$ cat config.mk
export PLATFORM = sky130hd
export DESIGN_NAME = spi_queue
export DESIGN_NICKNAME = d
export VERILOG_FILES = /design/src/rtl/core/segment_pair_intersect_macros.svh /design/src/rtl/core/spi_pkg.sv /design/src/rtl/core/spi_queue.sv
export SDC_FILE = /design/constraint.sdc
export NUM_CORES = 1
export LEC_CHECK = 0
export ABC_AREA = 1
export BUFFER_PORTS_ARGS = -buffer_cell sky130_fd_sc_hd__clkbuf_2
export CAP_MARGIN = 20
export CORE_ASPECT_RATIO = 1.4
export CORE_MARGIN = 10
export CORE_UTILIZATION = 55
export CTS_BUF_LIST = sky130_fd_sc_hd__clkbuf_4 sky130_fd_sc_hd__clkbuf_8
export CTS_CLUSTER_SIZE = 12
export DETAILED_ROUTE_END_ITERATION = 6
export PLACE_DENSITY = 0.77
export SLEW_MARGIN = 20
export SYNTH_ARGS = -nofsm -noshare
export SYNTH_HDL_FRONTEND = slang
export SYNTH_SLANG_ARGS = --single-unit
$ cat constraint.sdc
create_clock -name clock -period 10.3 [get_ports clock]
set_input_delay 1.03 -clock clock [delete_from_list [all_inputs] [get_ports clock]]
set_output_delay 1.03 -clock clock [all_outputs]
set_load 0.01 [all_outputs]
$ cat src/rtl/core/segment_pair_intersect_macros.svh
// ---------------------------------------------------------------------------
// segment pair intersection assertion macros
// concurrent checks that compile away when NO_ASSERTIONS is set
// ---------------------------------------------------------------------------
`ifndef SEGMENT_PAIR_INTERSECT_MACROS_SVH
`define SEGMENT_PAIR_INTERSECT_MACROS_SVH
`ifndef NO_ASSERTIONS
// condition must never hold outside reset
`define SPI_ASSERT_NEVER(label, clk, rst, cond) \
   label: assert property (@(posedge clk) disable iff (rst) !(cond)) \
      else $error("assertion failed");
// antecedent implies consequent in the same cycle
`define SPI_ASSERT_IMPLY(label, clk, rst, ante, cons) \
   label: assert property (@(posedge clk) disable iff (rst) (ante) |-> (cons)) \
      else $error("assertion failed");
`else
`define SPI_ASSERT_NEVER(label, clk, rst, cond)
`define SPI_ASSERT_IMPLY(label, clk, rst, ante, cons)
`endif
`endif

$ cat src/rtl/core/spi_pkg.sv
// ---------------------------------------------------------------------------
// segment pair intersection package
// widths and the job word passed from the front to the back
// ---------------------------------------------------------------------------
`default_nettype none
package spi_pkg;
   localparam int COORD_BITS  = 32;
   localparam int T_FRAC_BITS = 16;
   localparam int DIFF_W      = COORD_BITS + 1;
   localparam int PROD_W      = 2 * DIFF_W;
   localparam int CROSS_W     = PROD_W + 1;
   localparam int PARAM_W     = T_FRAC_BITS + 1;
   localparam int DIV_STAGES  = T_FRAC_BITS + 1;
   localparam int SCALE_W     = DIFF_W + PARAM_W + 1;
   localparam int QUEUE_DEPTH = 4;
   localparam int QPTR_W      = $clog2(QUEUE_DEPTH);
   localparam int QCNT_W      = $clog2(QUEUE_DEPTH + 1);
   localparam int REQ_DATA_W  = 8 * COORD_BITS;
   localparam int RSP_FLD_W   = 2 * PARAM_W + 2 * COORD_BITS;
   localparam int RSP_DATA_W  = ((RSP_FLD_W + 7) / 8) * 8;

   typedef struct packed {
      logic                         ok;
      logic        [CROSS_W-1:0]    num1;
      logic        [CROSS_W-1:0]    num2;
      logic        [CROSS_W-1:0]    den;
      logic signed [COORD_BITS-1:0] start_x;
      logic signed [COORD_BITS-1:0] start_y;
      logic signed [DIFF_W-1:0]     rx;
      logic signed [DIFF_W-1:0]     ry;
   } job_type;

   typedef struct packed {
      logic full;
      logic empty;
   } qstat_type;
endpackage
`default_nettype wire

$ cat src/rtl/core/spi_queue.sv
// ---------------------------------------------------------------------------
// segment pair intersection job queue
// short register queue between front and back
// ---------------------------------------------------------------------------
`default_nettype none
module spi_queue (
   input  wire logic         clock,
   input  wire logic         reset,
   input  wire logic         push,
   input  wire spi_pkg::job_type push_job,
   input  wire logic         pop,
   output spi_pkg::job_type  head,
   output spi_pkg::qstat_type stat
);
   localparam int PW = spi_pkg::QPTR_W;
   localparam int CW = spi_pkg::QCNT_W;

   spi_pkg::job_type entry_ff [spi_pkg::QUEUE_DEPTH];
   logic [PW-1:0] wr_ff, wr_in, rd_ff, rd_in;
   logic [CW-1:0] cnt_ff, cnt_in;

   always_comb begin
      wr_in  = push ? PW'(wr_ff + 1'b1) : wr_ff;
      rd_in  = pop ? PW'(rd_ff + 1'b1) : rd_ff;
      cnt_in = CW'(cnt_ff + CW'(push) - CW'(pop));
   end

   always_ff @(posedge clock) begin
      if (reset) begin
         wr_ff  <= '0;
         rd_ff  <= '0;
         cnt_ff <= '0;
      end else begin
         wr_ff  <= wr_in;
         rd_ff  <= rd_in;
         cnt_ff <= cnt_in;
      end
   end

   always_ff @(posedge clock) begin
      if (push) begin
         entry_ff[wr_ff] <= push_job;
      end
   end

   assign head       = entry_ff[rd_ff];
   assign stat.full  = (cnt_ff == CW'(spi_pkg::QUEUE_DEPTH));
   assign stat.empty = (cnt_ff == '0);
endmodule
`default_nettype wire

Word level (Yosys, flattened, before mapping)
Memories as Yosys holds them, arrays and structs flattened. A register that Yosys moved wholly into a read port is not among the register bits.
Index checks and enable logic that the tools add are counted.
- register bits after elaboration: 7
- bits in latches: 0
- memory bits (writable): 1328
- ROM bits: 0
- input port bits: 336
- output and inout bits: 334
- memories: 1
- memories (name ; words ; bits a word ; read ports ; clocked after Yosys merged registers in ; wr ports ; RTL line ; RTL):
    entry_ff ; 4 ; 332 ; 1 ; 1 ; 1 ; spi_queue.sv:18 ; spi_pkg::job_type entry_ff [spi_pkg::QUEUE_DEPTH];
- add/sub/neg operators: 4
- $mul: 0
- divide/modulo/power cells: 0
- order comparisons: 0
- equal/unequal tests: 1
- shift operators: 0
- mux-type cells: 4
- bitwise operators: 0
- reductions and logical operators: 1
- operators by type and width (operator ; number):
    adder 2 x 1 -> 2 bit, second input constant ; 2
    two-way mux 2 bit ; 2
    adder 3 x 1 -> 3 bit ; 1
    == test 3 bit, second input constant ; 1
    zero test 3 bit ; 1
    subtractor 3 x 1 -> 3 bit ; 1
    two-way mux 1 bit ; 2

Longest topological paths before layout
- depth after elaboration: 3
- mapped depth: 8
- gate-level depth less buffers: 8

Worst setup path before layout
OpenSTA, ideal clock, no wires.
- path kind: input port to flip-flop
- start: input port push
- end: memory entry_ff[2][0] in the netlist's numbering (enable)
- setup time: 681 ps
- arrival time: 7422 ps
- data required time: 9619 ps
- setup slack: 2197 ps
- cell stages on the path: 2
- path buffers: 0
- cells stage by stage: nand2_1 > inv_1
- word-level cells in the longest chain between the ends: 2
- RTL lines (element ; RTL line ; RTL):
    start: declaration ; spi_queue.sv:9 ; input wire logic push,
    two-way mux 1 bit ; spi_queue.sv:41 ; if (push) begin
    two-way mux 1 bit (implied by the code) ; spi_queue.sv:42 ; entry_ff[wr_ff] <= push_job;
    end: declaration ; spi_queue.sv:18 ;
Every way passes these cells.

==> out/metrics.yaml <==
outcome:
  status: "complete, no violations"
floorplan:
  fp.dieW_um: 281
  die_area_mm2: 0.109
  die_y_um: 386
  start_util_pct: 55.3
  io_pins: 670
  rows: 134
  coreArea_mm2: 0.0952
pwr:
  p_seq_share_pct: 55.7
  ir_drop_uv: 144
  pwr-share-comb_pct: 9.7
  p_leak_nw: 23.5
  power_switching_w: 0.00268
  power.total_w: 0.0113
  clkPwrFrac_pct: 34.6
  power.density_mw_per_mm2: 188
  power.internal_w: 0.00861
  sw_frac_of_total_pct: 23.7
worst_setup_path:
  worst_path_most_repeated_cell: "buf_12"
  endpoint_kind: "output pin"
  worstPathCellList: "buf_12 > buf_16 > buf_12 > o211ai_1 > nand2_1 > clkbuf_2"
  crit_path_max_incr_delay_ns: 0.81
  cpMaxStageDelayCell: "dfxtp_4"
  crit_fanout: 244
  critPathKind: "flop to output pin"
  critPathRequiredTime_ns: 9.27
  cp-start-kind: "flop"
  crit_family: "buffers and inverters"
  path_buf_inv: 4
  crit_arrival_ns: 4.19
layout:
  syn_to_final_growth_pct: 14.2
  nets: 4934
  finalNonFillerCells: 5981
  drive_above_1_share_pct: 21.3
cts:
  cts_htree_levels: 4
  cts_resized: 0
  cts_made_buffers: 185
  cts_root_buf: "clkbuf_8"
  hold_buffers: 0
  cts_setup_buffers: 0
  insertion_delay_ns: 0.85
  cts_tree: "built"
  clock-sinks: 1337
  cts_buffer_depth: 3
  clkSlewWorstSetupHoldPaths_ns: 0.07
yosys:
  synth_enable_flop_cells: 1328
  synth_most_common_cell: "edfxtp_1"
  synth_cells: 3930
  yosysWarnings: 0
  ys_seq_area_share_pct: 76.1
  syn-num-nets: 4273
  synth_area_leaders: "edfxtp_1 76%, inv_1 4.9%, nand2_1 4.8%"
  syn_area_per_cell_um2: 13.4
  synth_cell_types: 21
  synth_top_area_cell: "edfxtp_1"
  synth_top_cell_area_share_pct: 75.8
  synth.top_cells.by_count: "1,328 x edfxtp_1, 680 x inv_1, 672 x nand2_1"
  synth-seq-cells: 1337
  syn_area_mm2: 0.0526
  async_reset_ff_share_pct: 0
  synthFlopType: "edfxtp_1"
timing:
  rsz0062_at_grt: "false"
  relSlewSlack_pct: 11.6
  tns_ns: 0
  tightest_slew_ns: 1.33
  clock_skew_ns: 0.0243
  final_hold_viol_count: 0
  finalSetupViolations: 0
  finalCritPeriodShare_pct: 50.7
  fmax_mhz: 192
  drv_slew: 0
  period_needed_ns: 5.22
global_route:
  grt_max_degree: 298
  grt_pass1_vias: 30500
  grt_pass1_wl_um: 169000
  grt_overflow: 0
  grt_use_total_pct: 20.3
  antenna_found_initial: 41
detailed_routing:
  dr.pass1.iters: 5
  drc: 0
  first_iter_violations: 2635
  wl_per_cell_um: 18.9
  routed_wl_um: 113000
  postRouteAntennaNets: 0
  num_vias: 31500
  via_per_inst: 5.26
min_path:
  worstHoldPathType: "input pin to flop"
flow_run:
  maxCapViolCount: 0
placement:
  port_buffers: 669
  dp_cells: 5626
  place.gp.congestion: 0.792
  place_hpwl_um: 70300
power by group through the flow:
| stage | sequential (W) | clock, W | combinational (W) |
|---|---|---|---|
| 6_report | 0.00629 | 0.00390 | 0.00110 |
| 5_1_grt | 0.00630 | 0.00424 | 0.00122 |
| 4_1_cts | 0.00629 | 0.00400 | 0.00111 |
| 3_5_place_dp | 0.00641 | 0 | 0.00110 |
| 3_3_place_gp | 0.00640 | 0 | 0.00107 |
| 2_1_floorplan | 0.00645 | 0 | 0.000641 |
logic make-up after synthesis:
| logic type | count (synthesis) | synth area share (%) |
|---|---|---|
| compound gates | 1006 | 11.4 |
| fa+ha+maj | 7 | 0.181 |
| buf+inv | 902 | 7.50 |
| flops | 1337 | 76.1 |
| simple gates | 678 | 4.84 |
area by class of cell:
class / count / area [um^2]
multi-input combinational: 1691 / 8620
fill: 6814 / 35100
antenna: 28 / 70.1
timing repair buffer: 696 / 3690
clock buffer: 251 / 3050
clock inverter: 74 / 500
inverter: 680 / 2580
sequential: 1337 / 40100
tap: 1224 / 1530
per-layer routing:
| layer | GRT usage [%] | vias to the layer above | wire length, um |
|---|---|---|---|
| met5 | 0 | - | 252 |
| met4 | 10.1 | 38 | 4570 |
| met3 | 6.26 | 246 | 10100 |
| met2 | 33.9 | 1062 | 56300 |
| met1 | 23.6 | 15000 | 42100 |
| li1 | - | 15100 | - |
worst paths after layout:
kind              slack (ns)           from  cells past startpoint               end
setup reg to reg        6.91       wr_ff[0]                      6  entry_ff[0][277]
hold / removal          0.37  push_job[285]                      1  entry_ff[0][285]
setup / recovery        5.08           flop                      6         head[290]
hold reg to reg         0.48       rd_ff[1]                      2              flop
cells in the final DEF, fill, tap and decap left out:
cell type   count
fa_1            1
buf_12          8
inv_8           4
inv_6           2
dfxtp_4         2
buf_4          16
inv_12          1
clkinv_1       48
inv_1         676
edfxtp_1     1328
ha_1            6
clkinv_2       10
a21oi_1       308
o21ai_1       100
bufinv_16       5
clkbuf_2      669
a21oi_2        30
nand3_1         1
o211ai_1      332
clkbuf_4       64
nand2_1       672
o21ai_0       236
nor3_1          1
dfxtp_1         7
clkinv_8        3
diode_2        28
clkinvlp_4      5
buf_6           1
buf_16          2
nor2_1          4
clkbuf_8      187
through the flow:
| step | utilization (%) | hold slack [ns] | setup WS [ns] | instance area, um^2 |
|---|---|---|---|---|
| after floorplan | - | 0.436 | 2.20 | 52600 |
| after global placement | 59.3 | 0.448 | 5.91 | 56400 |
| after detailed placement | 59.3 | 0.470 | 5.84 | 56400 |
| after CTS | 63.0 | 0.266 | 4.86 | 60000 |
| after global routing | 63.1 | 0.310 | 4.76 | 60100 |
| final | 63.1 | 0.367 | 5.08 | 60100 |
flip-flops by register name, summed over array words and instances, names as in the netlist, named ones only:
signal	cells
wr_ff	2
cnt_ff	3
entry_ff	1328
rd_ff	2
No activity file was read; power rests on OpenSTA's default activity.
